**config.mk**
```make
export PLATFORM = sky130hd
export DESIGN_NAME = scc_fifo
export DESIGN_NICKNAME = d
export VERILOG_FILES = /design/src/rtl/core/scc_fifo.sv
export SDC_FILE = /design/constraint.sdc
export NUM_CORES = 1
export LEC_CHECK = 0
export BUFFER_PORTS_ARGS = -buffer_cell sky130_fd_sc_hd__clkbuf_2
export CAP_MARGIN = 5
export CELL_PAD_IN_SITES_DETAIL_PLACEMENT = 2
export CELL_PAD_IN_SITES_GLOBAL_PLACEMENT = 2
export CORE_UTILIZATION = 37
export CTS_CLUSTER_SIZE = 14
export DETAILED_ROUTE_END_ITERATION = 7
export PLACE_DENSITY = 0.87
export SYNTH_ARGS = -nofsm -noshare
export SYNTH_HDL_FRONTEND = slang
export SYNTH_SLANG_ARGS = --single-unit
export TNS_END_PERCENT = 1
```
**constraint.sdc**
```tcl
create_clock -name clk -period 2.8 [get_ports clk]
set_input_delay 0.14 -clock clk [delete_from_list [all_inputs] [get_ports clk]]
set_output_delay 0.14 -clock clk [all_outputs]
set_load 0.05 [all_outputs]
```
**src/rtl/core/scc_fifo.sv**
```systemverilog
// Small item queue between the front and back ends.
// Generic width and depth; no package dependency.
`default_nettype none

module scc_fifo #(
    parameter int WIDTH = 8,
    parameter int DEPTH = 2
) (
    input  wire logic             clk,
    input  wire logic             rst_n,
    input  wire logic [WIDTH-1:0] push_data,
    input  wire logic             push_valid,
    output logic                  push_ready,
    output logic [WIDTH-1:0]      pop_data,
    output logic                  pop_valid,
    input  wire logic             pop_ready
);

    localparam int PTR_BITS = (DEPTH > 1) ? $clog2(DEPTH) : 1;
    localparam int CNT_BITS = $clog2(DEPTH + 1);

    logic [WIDTH-1:0]    mem [DEPTH];
    logic [PTR_BITS-1:0] wr_ptr_reg, rd_ptr_reg;
    logic [CNT_BITS-1:0] count_reg;
    logic                do_push, do_pop;

    assign push_ready = (count_reg != CNT_BITS'(DEPTH));
    assign pop_valid  = (count_reg != '0);
    assign do_push    = push_valid && push_ready;
    assign do_pop     = pop_valid && pop_ready;
    assign pop_data   = mem[rd_ptr_reg];

    function automatic logic [PTR_BITS-1:0] bump(input logic [PTR_BITS-1:0] p);
        return (p == PTR_BITS'(DEPTH - 1)) ? '0 : p + PTR_BITS'(1);
    endfunction

    always_ff @(posedge clk or negedge rst_n)
    begin
        if (!rst_n)
        begin
            wr_ptr_reg <= '0;
            rd_ptr_reg <= '0;
            count_reg  <= '0;
        end
        else
        begin
            if (do_push)
            begin
                wr_ptr_reg <= bump(wr_ptr_reg);
            end
            if (do_pop)
            begin
                rd_ptr_reg <= bump(rd_ptr_reg);
            end
            if (do_push && !do_pop)
            begin
                count_reg <= count_reg + CNT_BITS'(1);
            end
            else if (do_pop && !do_push)
            begin
                count_reg <= count_reg - CNT_BITS'(1);
            end
        end
    end

    always_ff @(posedge clk)
    begin
        if (do_push)
        begin
            mem[wr_ptr_reg] <= push_data;
        end
    end

endmodule

`default_nettype wire

```
* Word-level counts from Yosys, hierarchy flattened *
Memory sizes are Yosys's and may differ from the RTL's.
Cells that the tools add are included.

operators by class
  reduce and logical (&&, ||, !) cells = 8
  eq/ne operators = 1
  mux-type cells = 6
  add/subtract/negate cells = 4

operator list
  operator             count
  $logic_and 1x1->1    4
  $mux 1               4
  $mux 2               2
  $reduce_bool 2->1    2
  $add 1x1->1 const B  2
  $add 2x1->2 const B  1
  $logic_not 1->1      2
  $ne 2x2->1 const B   1
  $sub 2x1->2 const B  1

storage, ports and cells
  RAM bits = 16
  input bits = 12
  memories kept = 1
  register bits = 4
  output and inout port bits = 10
  word-level logic and storage cells = 23

memories
  name  words  bits a word  rd ports  clocked after memory_dff  wr ports  line  text
  mem   2      8            1         0                         1         22    logic [WIDTH-1:0] mem [DEPTH];

* Logic depth before layout (Yosys ltp) *
  depth in word-level cells = 6
  gate-level depth with buffers = 7
  gate-level depth less buffers = 7

* Worst setup path after synthesis *
OpenSTA, ideal clock, no wires.

  path kind = flip-flop to flip-flop
  start point = register count_reg[0]
  end point = memory mem[0][0], enable pin
  path slack = 1.299 ns
  required time = 2.430 ns
  buffers on the path = 0
  arrival time = 1.131 ns
  cell stages (with the launch flop) = 4
  cells stage by stage = dfrtp_1 nand2b_4 nand2_1 nor2_1

between the ends
  cells in the longest elaborated chain, start to end = 4

ends and longest elaborated chain
  element                       line  text
  start: declaration            24    logic [CNT_BITS-1:0] count_reg;
  start signal: assignment      57    count_reg <= count_reg + CNT_BITS'(1);
  start signal: assignment      61    count_reg <= count_reg - CNT_BITS'(1);
  $ne 2x2->1                    27    assign push_ready = (count_reg != CNT_BITS'(DEPTH));
  via push_ready                13    output logic push_ready,
  $logic_and 1x1->1             29    assign do_push = push_valid && push_ready;
  $mux 1                        68    if (do_push)
  $mux 1 (implied by the code)  70    mem[wr_ptr_reg] <= push_data;
  end: declaration              22

The timed path passes the listed nets, and every way through them passes these cells.

* Final worst setup path *
  start point = register rd_ptr_reg
  end point = output pop_data[6]

between the ends
  cells in the longest elaborated chain, start to end = 1

ends and longest elaborated chain
  element                   line  text
  start: declaration        23    logic [PTR_BITS-1:0] wr_ptr_reg, rd_ptr_reg;
  start signal: assignment  53    rd_ptr_reg <= bump(rd_ptr_reg);
  $mem_v2 2x8               --
  end: declaration          14    output logic [WIDTH-1:0] pop_data,

No other way between the ends.

==> results.txt <==
After floorplanning, the core was sized to cover between 0.0015 and 0.002 sq mm. The area growth from synthesis to layout is 24.96%. The flip-flop count of the largest register, all copies and words added came out at 16. The longest clock path from root to sink contains 2 buffers. Global routing finished with a remaining overflow of 0. The critical path required time came out at 2660 ps. The number of buffers inserted to repair setup after CTS is 0. The worst register-to-register path begins at count_reg[0]$_DFFE_PN0P_. The number of global-route vias before repair is approximately 510. The HPWL after detailed placement came out at between 1000 and 1500 um. The post-place setup slack came out at approximately 1200 ps.

The total wire length after detailed routing came out at around 1600 um. Input and output buffers added on the ports amount to 21. The initial antenna violation count came out at 0. The depth of the worst register-to-register path came out at 3. The endpoint identified for the worst register-to-register timing path is mem[0][4]$_DFFE_PP_. The routed length per instance is 17.34 um. After synthesis the cells add up to about 790 sq um.

The overall power is ~1.3 mW. The critical path starts at rd_ptr_reg$_DFFE_PN0P_. The largest net degree at the start of global routing is 13. The clock sink count came out at 20. The mux share of post-synthesis cell area came out at 0.1145.

The wire length of the first global-routing pass came out at ~2500 um. The post-route non-filler standard cell count is 95. The tree is rooted in a sky130_fd_sc_hd__clkbuf_4. The run finished with clean final reports.

The post-synth net total came out at 56. Along the worst hold path, the cell count comes to 1. The final net count is ~80.

The repair_antennas step left the layout with diodes totalling 0. The classification of the worst-slack hold path is in2reg. The max-slew headroom at the worst pin came out at 0.5455. The post-synthesis share of cell area spent on xor and xnor gates came out at 0.05564. The number of top-level design ports came out at 22. The detail route stage leaves a number of antenna-violating nets equal to 0. The largest vdd supply drop is a little under 0.6 mV. The leakage power summed over all cells is a little over 0.4 nW. The share of post-route cells with drive strength above 1 came out at 0.5294. Setup repair after global routing left no endpoint under its margin. The total number of yosys warnings is 0. The arrival time of data at the critical path endpoint is about 1500 ps. The accumulated negative setup slack came out at 0 ps. The count of state elements after synthesis is 20. The power density over the cells came out at around 1300 mW/mm^2. The maximum cell stage delay along the critical path is ~590 ps. Across all hold checks on the routed design, the worst slack comes to between 30 and 40 ps.

Of the total synthesized cell area, the portion taken by AND, OR, NAND and NOR gates is 0.06518. The critical path goes through mux2_2, clkbuf_2. The H-tree depth came out at 1. The cell area reported after detailed placement came out at ~920 sq um.

In this run the worst path has a maximum fanout of 9. TritonCTS built the clock tree. Setup slack on the worst reg-to-reg path comes out at ~1200 ps. The launch point of the worst hold path is push_data[2]. Counting the buffers created by CTS gives 3.

The overall via count from detail_route came out at roughly 440. The largest individual stage delay along the critical path comes from the cell sky130_fd_sc_hd__dfrtp_1. The y dimension of the die is slightly below 50 um.

The sequential cell area fraction in the yosys report is 0.7377. The cell total after placement is 90. The count of max-cap constraint violations came out at 0.

The final cell utilization of the core is 0.4962. The die covers about 0.0023 sq mm. The row count came out at 16. On the final layout, the worst clock skew is 4.154 ps. The post-detailed-route via-to-cell ratio came out at 4.621. The synthesized-area fraction occupied by adder cells is 0.01590. The die width is 48.12 um. The compound-cell area share of the yosys netlist is 0. The netlist uses 14 different library cells. Routability-driven placement finished with a final weighted congestion of 0.6819. The time the worst path needs with I/O delays and setup is between 1500 and 2000 ps.

For hold timing, the worst endpoint is mem[0][2]$_DFFE_PP_. The critical path class is reg2out. The post-layout instance area came out at roughly 980 sq um. The number of pins with negative max-slew slack in the final report was 0.

The clock transition time at the flip-flop clock pins of the worst setup and hold paths came out at ~110 ps. The number of hold-slack violations in the final timing report is 0. The achievable clock frequency came out at ~600 MHz. The number of optimization iterations in the first detailed-route pass is 2.

The share of the clock period used by the worst path after layout is 0.5938. The initial core utilization is 0.3971. The critical path capture point type is an output pin. In this run the mean area of a mapped cell was ~18 sq um. The worst setup path is launched from a flip-flop.

The number of instances in the synthesized netlist is 43. In the routed design, unresolved DRC markers number 0. For the pin with the worst max-slew slack, the measured transition is a little under 700 ps. In this run, the number of DRC markers left after iteration 0 of detailed routing was 1. By area, the combinational part of the netlist is dominated by multiplexers. The total routing resource utilization after global routing is 0.1792. The worst setup slack after layout is 1137 ps. The clock latency on the worst-skew pair is ~300 ps.

The number of endpoints failing setup at the final stage is 0.
[worst max-delay path: cells and delay by family, from the launching register on]
family	cells	cell delay, ps
buf+inv	1	240
flops	1	590
mux	1	390
[metal layers]
metal,routed length (um),GRT usage,vias to the layer above
met5,0,0,-
met4,24,0.08889,0
met3,48,0.03704,2
met2,928,0.3081,14
met1,646,0.2136,217
li1,-,-,206
[layout by cell type (no fill, tap or decap), drive strengths merged]
cell	synthesis	final
clkbuf	0	24
edfxtp	16	16
mux2	8	8
dfrtp	4	4
xnor2	3	3
nor2	2	2
xor2	2	2
nand2	2	2
or2	1	1
nand2b	1	1
inv	1	1
and3	1	1
ha	1	1
bufinv	0	1
dlygate4sd3	0	1
[area by class of cell]
type	count	area, sq um
fillers	179	998.5
flip-flops and latches	20	580.6
multi-input cells	21	197.7
repair buffers	22	115.1
well taps	27	33.78
clock inverters	1	30.03
clock buffers	3	22.52
inverters	1	3.754
[report_power, final]
| part | leakage, nW | switching (mW) | internal [mW] | total (mW) |
|---|---|---|---|---|
| Clock | 0.0279 | 0.0865 | 0.145 | 0.231 |
| Combinational | 0.183 | 0.369 | 0.175 | 0.544 |
| Sequential | 0.195 | 0.0674 | 0.416 | 0.484 |
[synth_stat cells]
| cell | instances | share of area |
|---|---|---|
| sky130_fd_sc_hd__or2_4 | 1 | 0.011 |
| sky130_fd_sc_hd__nor2_1 | 2 | 0.0095 |
| sky130_fd_sc_hd__xnor2_1 | 3 | 0.033 |
| sky130_fd_sc_hd__buf_2 | 1 | 0.0064 |
| sky130_fd_sc_hd__and3_1 | 1 | 0.0080 |
| sky130_fd_sc_hd__mux2_2 | 8 | 0.11 |
| sky130_fd_sc_hd__nand2_4 | 1 | 0.014 |
| sky130_fd_sc_hd__xor2_1 | 2 | 0.022 |
| sky130_fd_sc_hd__dfrtp_1 | 4 | 0.13 |
| sky130_fd_sc_hd__edfxtp_1 | 16 | 0.61 |
| sky130_fd_sc_hd__ha_1 | 1 | 0.016 |
| sky130_fd_sc_hd__inv_1 | 1 | 0.0048 |
| sky130_fd_sc_hd__nand2_1 | 1 | 0.0048 |
| sky130_fd_sc_hd__nand2b_4 | 1 | 0.017 |
[timing repair]
action | in CTS | in global routing
hold buffers | 1 | 0
endpoints found under the hold margin | 4 | 0
gates resized for setup | 0 | 0
[worst max path at each step]
| stage | end | slack (ps) | cells after the start |
|---|---|---|---|
| 3_3_place_gp | mem[0][5]$_DFFE_PP_ | 1320 | 3 |
| 2_1_floorplan | mem[0][0]$_DFFE_PP_ | 1300 | 3 |
| 5_1_grt | pop_data[6] | 1040 | 2 |
| 3_5_place_dp | mem[0][5]$_DFFE_PP_ | 1200 | 3 |
| 6_report | pop_data[6] | 1140 | 2 |
| 4_1_cts | pop_data[6] | 1090 | 2 |
[cells by family (layout without fill, tap and decap cells)]
logic type / Yosys count / after routing
flip-flops: 20 / 20
multiplexers: 8 / 8
AND/OR/NAND/NOR: 7 / 7
XOR/XNOR: 5 / 5
buffers and inverters: 2 / 27
adder cells (fa/ha/maj): 1 / 1
(Power assumes the default switching activity.)
