File: src/rtl/core/scc_pkg.sv
// Shared types, constants and register codes for the stable color classifier.
// No dependencies; every other file in rtl/core except scc_fifo uses this package.
`default_nettype none

package scc_pkg;

    localparam int NUM_PRESETS        = 5;
    localparam int NUM_CLASSES        = 6;
    localparam int SENSOR_CHANNELS    = 4;
    localparam int SESSION_LENGTH_DEF = 20;
    localparam int CHANNEL_BITS_DEF   = 16;
    localparam int QUEUE_DEPTH        = 2;
    localparam int CFG_INDEX_BITS     = 4;
    localparam int CFG_DATA_BITS      = 64;

    localparam logic [19:0] DIST_CAP           = 20'd999999;
    localparam logic [15:0] CLEAR_BONUS_MIN    = 16'd34;
    localparam logic [6:0]  CLEAR_BONUS        = 7'd2;
    localparam logic [6:0]  RUN_MAX            = 7'd63;
    localparam logic [5:0]  STABLE_COUNT_RESET = 6'd3;

    localparam logic [2:0] CLASS_UNKNOWN = 3'd0;

    typedef enum logic [CFG_INDEX_BITS-1:0] {
        REG_PRESET_BLUE   = 4'd0,
        REG_PRESET_YELLOW = 4'd1,
        REG_PRESET_GREEN  = 4'd2,
        REG_PRESET_RED    = 4'd3,
        REG_PRESET_BROWN  = 4'd4,
        REG_MAX_BEST      = 4'd5,
        REG_MIN_MARGIN    = 4'd6,
        REG_STABLE_COUNT  = 4'd7
    } cfg_reg_t;

    typedef struct packed {
        logic [15:0] red_width;
        logic [15:0] green_width;
        logic [15:0] blue_width;
        logic [15:0] clear_width;
    } sample_t;

    typedef struct packed {
        logic [2:0]  sample_class;
        logic [19:0] best_distance;
        logic [19:0] second_distance;
        logic [19:0] margin;
        logic [4:0]  sample_number;
        logic [5:0]  run_length;
        logic        session_done;
        logic        stable_hit;
        logic [2:0]  final_class;
        logic [4:0]  leader_votes;
    } result_t;

    typedef struct packed {
        logic [NUM_PRESETS-1:0][63:0] preset;
        logic [19:0]                  max_best_distance;
        logic [19:0]                  min_margin;
        logic [5:0]                   stable_count;
    } cfg_t;

    // Classified item handed from the front to the back through the queue
    typedef struct packed {
        logic [2:0]  cls;
        logic [19:0] best;
        logic [19:0] second;
        logic [19:0] margin;
        logic        bonus;
    } cand_t;

endpackage

`default_nettype wire

File: src/rtl/core/scc_back.sv
// Back end: session votes, run count, leader and session end; holds the result register.
// Uses scc_pkg; drains the item queue.
`default_nettype none

module scc_back #(
    parameter int SESSION_LENGTH = scc_pkg::SESSION_LENGTH_DEF
) (
    input  wire logic           clk,
    input  wire logic           rst_n,
    input  wire scc_pkg::cfg_t  cfg,
    input  wire scc_pkg::cand_t cand,
    input  wire logic           cand_valid,
    output logic                cand_ready,
    output scc_pkg::result_t    result,
    output logic                result_valid,
    input  wire logic           result_ready
);

    logic [4:0] vote_reg [scc_pkg::NUM_CLASSES];
    logic [5:0] run_reg;
    logic [2:0] prev_reg, leader_cls_reg;
    logic [4:0] leader_cnt_reg, samples_reg;
    logic       result_valid_reg;
    scc_pkg::result_t result_reg, result_next;

    logic       take;
    logic [4:0] vote_new, lc_new, num;
    logic [2:0] lcls_new;
    logic [5:0] run_new;
    logic       done;

    assign cand_ready   = !result_valid_reg || result_ready;
    assign take         = cand_valid && cand_ready;
    assign result       = result_reg;
    assign result_valid = result_valid_reg;

    always_comb
    begin
        logic [6:0] run_b, run_c;
        logic       stable, last;
        vote_new = vote_reg[cand.cls] + 5'd1;
        run_b = {1'b0, run_reg} + (cand.bonus ? scc_pkg::CLEAR_BONUS : 7'd0);
        // Class change drops the run and its bonus
        run_c = (cand.cls == prev_reg) ? run_b + 7'd1 : 7'd1;
        run_new = (run_c > scc_pkg::RUN_MAX) ? scc_pkg::RUN_MAX[5:0] : run_c[5:0];
        if (vote_new > leader_cnt_reg)
        begin
            lc_new   = vote_new;
            lcls_new = cand.cls;
        end
        else
        begin
            lc_new   = leader_cnt_reg;
            lcls_new = leader_cls_reg;
        end
        num    = samples_reg + 5'd1;
        stable = (run_new >= cfg.stable_count);
        last   = (num >= 5'(SESSION_LENGTH));
        done   = stable || last;

        result_next.sample_class    = cand.cls;
        result_next.best_distance   = cand.best;
        result_next.second_distance = cand.second;
        result_next.margin          = cand.margin;
        result_next.sample_number   = num;
        result_next.run_length      = run_new;
        result_next.session_done    = done;
        result_next.stable_hit      = stable;
        result_next.leader_votes    = lc_new;
        priority if (stable)
        begin
            result_next.final_class = cand.cls;
        end
        else if (last && ({1'b0, lc_new} >= cfg.stable_count))
        begin
            result_next.final_class = lcls_new;
        end
        else
        begin
            result_next.final_class = scc_pkg::CLASS_UNKNOWN;
        end
    end

    always_ff @(posedge clk or negedge rst_n)
    begin
        if (!rst_n)
        begin
            for (int k = 0; k < scc_pkg::NUM_CLASSES; k++)
            begin
                vote_reg[k] <= '0;
            end
            run_reg          <= '0;
            prev_reg         <= scc_pkg::CLASS_UNKNOWN;
            leader_cls_reg   <= scc_pkg::CLASS_UNKNOWN;
            leader_cnt_reg   <= '0;
            samples_reg      <= '0;
            result_valid_reg <= 1'b0;
        end
        else
        begin
            if (take)
            begin
                result_valid_reg <= 1'b1;
            end
            else if (result_ready)
            begin
                result_valid_reg <= 1'b0;
            end
            if (take)
            begin
                if (done)
                begin
                    // Restart the session
                    for (int k = 0; k < scc_pkg::NUM_CLASSES; k++)
                    begin
                        vote_reg[k] <= '0;
                    end
                    run_reg        <= '0;
                    prev_reg       <= scc_pkg::CLASS_UNKNOWN;
                    leader_cls_reg <= scc_pkg::CLASS_UNKNOWN;
                    leader_cnt_reg <= '0;
                    samples_reg    <= '0;
                end
                else
                begin
                    vote_reg[cand.cls] <= vote_new;
                    run_reg            <= run_new;
                    prev_reg           <= cand.cls;
                    leader_cls_reg     <= lcls_new;
                    leader_cnt_reg     <= lc_new;
                    samples_reg        <= num;
                end
            end
        end
    end

    always_ff @(posedge clk)
    begin
        if (take)
        begin
            result_reg <= result_next;
        end
    end

endmodule

`default_nettype wire

File: config.mk
export PLATFORM = sky130hd
export DESIGN_NAME = scc_back
export DESIGN_NICKNAME = d
export VERILOG_FILES = /design/src/rtl/core/scc_pkg.sv /design/src/rtl/core/scc_back.sv
export SDC_FILE = /design/constraint.sdc
export NUM_CORES = 1
export LEC_CHECK = 0
export ABC_AREA = 1
export BUFFER_PORTS_ARGS = -buffer_cell sky130_fd_sc_hd__buf_2
export CELL_PAD_IN_SITES_DETAIL_PLACEMENT = 1
export CELL_PAD_IN_SITES_GLOBAL_PLACEMENT = 1
export CORE_AREA = 10 10 195 197
export DETAILED_ROUTE_END_ITERATION = 8
export DIE_AREA = 0 0 205 207
export GPL_TIMING_DRIVEN = 0
export HOLD_SLACK_MARGIN = 0.05
export PLACE_DENSITY_LB_ADDON = 0.1
export SYNTH_ARGS = -nofsm -noshare
export SYNTH_HDL_FRONTEND = slang
export SYNTH_SLANG_ARGS = --single-unit
File: constraint.sdc
create_clock -name clk -period 7.5 [get_ports clk]
set_input_delay 1.125 -clock clk [delete_from_list [all_inputs] [get_ports clk]]
set_output_delay 1.125 -clock clk [all_outputs]
set_load 0.005 [all_outputs]
# [Yosys cells after proc, flatten, opt, wreduce, memory -nomap -nowiden]
# Index checks and enable logic that the tools add are counted.
# Widths: inputs -> output; s select.
[totals] ff_bits=137 in_bits=434 elab_cells=63
[classes] addsub=4 n_lt_le_gt_ge=7 eq_ne=1 n_mux=21 bitwise=1 n_reduce_logical=7
[ops] op="$bwmux 30" n=1
[ops] op="$mux 30" n=1
[ops] op="$mux 5" n=6
[ops] op="$bmux 5 s3" n=1
[ops] op="$demux 5 s3" n=1
[ops] op="$mux 3" n=5
[ops] op="$mux 6" n=2
[ops] op="$add 5x1->5 const B" n=2
[ops] op="$add 6x2->7" n=1
[ops] op="$add 7x1->7 const B" n=1
[ops] op="$gt 7x6->1 const B" n=1
[ops] op="$mux 7" n=1
[ops] op="$ge 5x6->1" n=1
[ops] op="$ge 6x6->1" n=1
[ops] op="$ge 5x5->1 const B" n=1
[ops] op="$gt 5x5->1" n=1
[ops] op="$ge 4x4->1 const B" n=1
[ops] op="$lt 4x1->1 const B" n=1
[ops] op="$not 3->4" n=1
[ops] op="$eq 3x3->1" n=1
[ops] op="$logic_and 1x1->1" n=3
[ops] op="$logic_or 1x1->1" n=2
[ops] op="$mux 1" n=2
[ops] op="$mux 2" n=1
[ops] op="2 further kinds" n=2

# [Longest topological paths before layout]
[logic_depth] word_depth=11 ltp_mapped=33 depth_no_buf=30

# [Worst setup path before layout]
# Ideal clock, no wire load.
[synth_path] kind="input to register" from="input cand[61] (netlist bit)" to="register result_reg (netlist bit result[7]) (data pin)" setup_time_ns=0.263 t_arrival_ns=4.533 path_slack_ns=2.704 path_stages=29 n_path_buf=3 cell_sequence="buf_4 > buf_6 > nand3_1 > nand2_1 > nor2_2 > inv_2 > ha_1 > inv_1 > nor2_4 > nand2_2 > nand2_2 > nand2_4 > inv_4 > ha_1 > nand2_1 > or2_2 > nand3_1 > nand2_1 > buf_2 > inv_1 > nand3_1 > and2_1 > ha_1 > a21o_1 > a22oi_1 > nand3_1 > nor3b_1 > nand2_1 > o21ai_0"
[synth_rtl] element="from (decl)" line="scc_back.sv:11" source="input wire scc_pkg::cand_t cand,"
[synth_rtl] element="to (signal assigned)" line="scc_back.sv:141" source="result_reg <= result_next;"
[synth_rtl] element="to (decl)" line="scc_back.sv:24" source="scc_pkg::result_t result_reg, result_next;"

==> summary.log <==
[clocking] post-cts sizing count 0
[clocking] Clk pin slew, worst setup/hold paths 60 ps
[sta] clock tree skew after final layout 7.19 ps
[setup_path] category of the most critical setup path in2reg
[global_route] global-route wire length before repair 35000 um
[detailed_routing] detail-routed via count per cell 3.78
[global_route] met3 track demand over resource in global routing 0.0279
[floorplan] number of primary I/O pins 520
[synthesis] most common cell in the netlist sky130_fd_sc_hd__nand2_1
[cells_and_area] max FFs per register 84
[placed_design] final weighted congestion of routability-driven global placement 0.828
[sta] number of hold violations in the final report 0
[sta] max frequency 177 MHz
[pwr] clock power share 0.339
[synthesis] Syn Area/Cell 10.9 sq um
[sta] Total Neg Setup Slack 0 ps
[cells_and_area] area delta synth->final 33.6%
[placed_design] area after detailed placement 7290 sq um
[setup_path] Worst path top cell family by delay simple AND/OR/NAND/NOR gates
[detailed_routing] overall via count from detail_route 4486
[synthesis] post-synthesis cell count 541
[synthesis] list of most frequent post-synthesis cells sky130_fd_sc_hd__nand2_1, sky130_fd_sc_hd__edfxtp_1, sky130_fd_sc_hd__inv_1
[cells_and_area] number of nets in the layout 1175
[synthesis] post-synth top area share 0.427
[hold_path] class of the tightest hold or removal check reg2reg
[synthesis] count of yosys warnings during synthesis 0
[setup_path] Arr. time, crit path 5800 ps
[sta] relative slew slack 0.475
[synthesis] Synth Net Count 996
[job] number of max-cap violations 0
[clocking] Clock Path Buffers 2
[synthesis] share of synthesized area occupied by flip-flops and latches 0.652
[outcome] run status complete, no violations
[clocking] total setup buffers inserted after CTS 0
[pwr] cell internal pwr 1.67 mW
[floorplan] Core Box Area 34100 sq um
[synthesis] post-synth cell types 36
[clocking] hold_buf cts 0
[sta] share of the clock period used by the worst path 0.752
[pwr] part of the total power dissipated in combinational logic 0.254
[cells_and_area] number of antenna cells inserted 0
[cells_and_area] post-route design area 7880 sq um
[detailed_routing] total wirelength of the detailed-routed design 24600 um
[global_route] maximum number of pins on one net before global-route repair 56
[synthesis] most instantiated flip-flop cell in the synthesis netlist sky130_fd_sc_hd__edfxtp_1
[pwr] sequential cell fraction of total power 0.407
[cells_and_area] area taken by multi-input logic gates 1710 sq um
[global_route] global-route met2 utilization 0.231
[clocking] Max H-tree Level 4
[clocking] clock tree from TritonCTS yes
[floorplan] die width 205 um
[pwr] total power density per cell area 321 nW/um^2
[synthesis] async set-or-reset flop fraction in the synthesized netlist 0.387
[global_route] met1 Usage GRT 0.113
[global_route] number of global-route vias before repair 4859
[placed_design] half-perimeter wire length of the detailed placement result 19600 um
[detailed_routing] DRT iter0 DRCs 183
[clocking] TritonCTS Sinks 137
[global_route] initial antenna violation count 1
[pwr] worst-case vdd ir drop 0.153 mV
[floorplan] Vert. Die Dim 207 um
[synthesis] EDFF count, synth 84
[sta] final setup violation count 0
[cells_and_area] ratio of cells with drive above 1 in the final layout 0.314
[setup_path] cell repeated most along the worst path sky130_fd_sc_hd__nand2_1
[cells_and_area] Fill cells 3921
[setup_path] worst-path cell with the longest stage delay sky130_fd_sc_hd__nor2_2
[floorplan] die area 42400 sq um
[global_route] layer with the highest usage met2
[detailed_routing] DRC violations left 0
[sta] RSZ-0062 raised after global routing false
[synthesis] dominant cell type by area after synthesis sky130_fd_sc_hd__edfxtp_1
[sta] transition at the pin with the smallest max-transition slack 788 ps
[synthesis] area of the mapped netlist 5900 sq um
[placed_design] buffers added on ports 159
[clocking] Clock Tree Root sky130_fd_sc_hd__clkbuf_16
[floorplan] starting utilization of the core area 0.173
[pwr] Net Switching 0.858 mW
[detailed_routing] post-detailed-route count of antenna-violating nets 0
[clocking] Inserted Clock Buffers 17
[pwr] Leakage 3.59 nW
[setup_path] Critical Path End Type flip-flop
[detailed_routing] Routed WL per cell 20.7 um
[detailed_routing] number of iterations in the first detailed-routing pass 4
[pwr] switching share of power 0.339
[synthesis] cell types occupying the most area after synthesis sky130_fd_sc_hd__edfxtp_1, sky130_fd_sc_hd__dfrtp_1, sky130_fd_sc_hd__nand2_1
[setup_path] CP Max Fanout 10
[cells_and_area] area of all sequential standard cells 3850 sq um
[clocking] Clk Latency, worst-skew pair 420 ps
[setup_path] count of buffer and inverter cells on the critical path 8
[setup_path] critical path's largest stage delay 350 ps
[global_route] aggregate global routing overflow 0
[sta] Max Slew Vio Count 0
[floorplan] number of rows created at floorplan 68
[setup_path] Req. time, crit path 7650 ps
[global_route] global-route usage over all layers 0.116
[setup_path] crit start category input pin
[sta] Final min period 5640 ps
[synthesis] Seq cells post-synth 137
==> cell type report <==
cell class / instances / area share
inverter: 72 / 0.0352
multi-input combinational: 323 / 0.217
clock buffer: 17 / 0.0540
buffer: 9 / 0.00841
timing repair buffer: 160 / 0.104
sequential: 137 / 0.488
clock inverter: 15 / 0.0211
tap: 455 / 0.0722
==> power groups by stage <==
stage / clock network (mW) / registers (mW) / logic [mW]
detailed placement: 0 / 1.05 / 0.671
global placement: 0 / 1.05 / 0.650
global route: 0.923 / 1.05 / 0.746
floorplan: 0 / 1.03 / 0.372
finish: 0.858 / 1.03 / 0.643
CTS: 0.891 / 1.03 / 0.676
==> metrics by stage <==
step                 util  power (mW)  std cells  hold slack [ps]  worst slack (ps)
finish              0.231        2.53       1188              475              1860
global route        0.231        2.71       1188              503              1390
CTS                 0.231        2.60       1188              480              1770
detailed placement  0.214        1.72       1156              463              1320
global placement    0.213        1.70       1155              464              1410
floorplan               -        1.41        541              440              2700
==> logic make-up (layout without fill, tap and decap cells) <==
| kind of cell | after synthesis | after routing | synth area share |
|---|---|---|---|
| AOI/OAI and AO/OA | 71 | 71 | 0.0626 |
| xor gates and xnor gates | 6 | 6 | 0.00891 |
| adders and majority gates | 21 | 21 | 0.0458 |
| buffers and inverters | 81 | 273 | 0.0579 |
| DFF | 137 | 137 | 0.652 |
| and+or+nand+nor | 225 | 225 | 0.173 |
==> worst paths after layout <==
path / start / endpoint / depth (start not counted) / slack (ps)
min in group asynchronous: rst_n / vote_reg[3] / 1 / 770
worst max register to register: vote_reg[15] / result[5] / 27 / 2570
max in group asynchronous: rst_n / run_reg[1] / 1 / 6190
worst min register to register: vote_reg[13] / vote_reg[13] / 2 / 480
worst max-delay path: cand[61] / result[5] / 29 / 1860
worst min-delay path: vote_reg[13] / vote_reg[13] / 2 / 480
==> worst reg2reg max path: stages, from the launching register on <==
cell	delay [ps]
sky130_fd_sc_hd__dfrtp_1	390
sky130_fd_sc_hd__inv_1	70
sky130_fd_sc_hd__nand2_1	50
sky130_fd_sc_hd__nand3_1	80
sky130_fd_sc_hd__nand2_1	90
sky130_fd_sc_hd__nor2_2	350
sky130_fd_sc_hd__inv_2	210
sky130_fd_sc_hd__ha_1	250
sky130_fd_sc_hd__inv_1	110
sky130_fd_sc_hd__nand2_1	80
sky130_fd_sc_hd__nand2_2	210
sky130_fd_sc_hd__inv_1	120
sky130_fd_sc_hd__ha_1	310
sky130_fd_sc_hd__a21oi_1	70
sky130_fd_sc_hd__or2_2	280
sky130_fd_sc_hd__nand3_1	110
sky130_fd_sc_hd__nand2_1	110
sky130_fd_sc_hd__buf_2	210
sky130_fd_sc_hd__inv_1	70
sky130_fd_sc_hd__nand3_1	120
sky130_fd_sc_hd__and2_1	200
sky130_fd_sc_hd__ha_1	300
sky130_fd_sc_hd__a21o_1	190
sky130_fd_sc_hd__a22oi_1	130
sky130_fd_sc_hd__nand3_1	170
sky130_fd_sc_hd__nor3b_1	210
sky130_fd_sc_hd__nand2_1	60
sky130_fd_sc_hd__o21ai_0	100
==> placed cells by master, fill, tap and decap left out, types with 2 or more instances in the layout <==
cell / instances
sky130_fd_sc_hd__xor2_1: 2
sky130_fd_sc_hd__bufinv_16: 2
sky130_fd_sc_hd__ha_1: 20
sky130_fd_sc_hd__clkinv_4: 3
sky130_fd_sc_hd__inv_1: 64
sky130_fd_sc_hd__nand3b_1: 2
sky130_fd_sc_hd__inv_6: 4
sky130_fd_sc_hd__nand2_1: 142
sky130_fd_sc_hd__inv_8: 2
sky130_fd_sc_hd__inv_2: 5
sky130_fd_sc_hd__xnor2_1: 4
sky130_fd_sc_hd__or2_2: 2
sky130_fd_sc_hd__nand3_2: 4
sky130_fd_sc_hd__a21oi_1: 10
sky130_fd_sc_hd__nor2_4: 4
sky130_fd_sc_hd__clkbuf_16: 17
sky130_fd_sc_hd__o21ai_0: 39
sky130_fd_sc_hd__and2_1: 2
sky130_fd_sc_hd__o21ai_1: 16
sky130_fd_sc_hd__nand3_1: 29
sky130_fd_sc_hd__buf_4: 5
sky130_fd_sc_hd__o22ai_1: 2
sky130_fd_sc_hd__nor2_2: 4
sky130_fd_sc_hd__buf_2: 160
sky130_fd_sc_hd__nand2_2: 7
sky130_fd_sc_hd__edfxtp_1: 84
sky130_fd_sc_hd__nor2_1: 19
sky130_fd_sc_hd__nor3_2: 2
sky130_fd_sc_hd__dfrtp_1: 53
sky130_fd_sc_hd__clkinv_1: 2
sky130_fd_sc_hd__clkinvlp_4: 2
sky130_fd_sc_hd__nand4_1: 5
sky130_fd_sc_hd__buf_6: 2
sky130_fd_sc_hd__inv_4: 3
==> metal layers <==
| layer | up-vias | share of wire |
|---|---|---|
| met5 | - | 0.00053 |
| met4 | 2 | 0.019 |
| met3 | 18 | 0.035 |
| met2 | 74 | 0.58 |
| met1 | 2233 | 0.37 |
| li1 | 2159 | - |
Note: power is estimated with default switching activity, not from simulation.
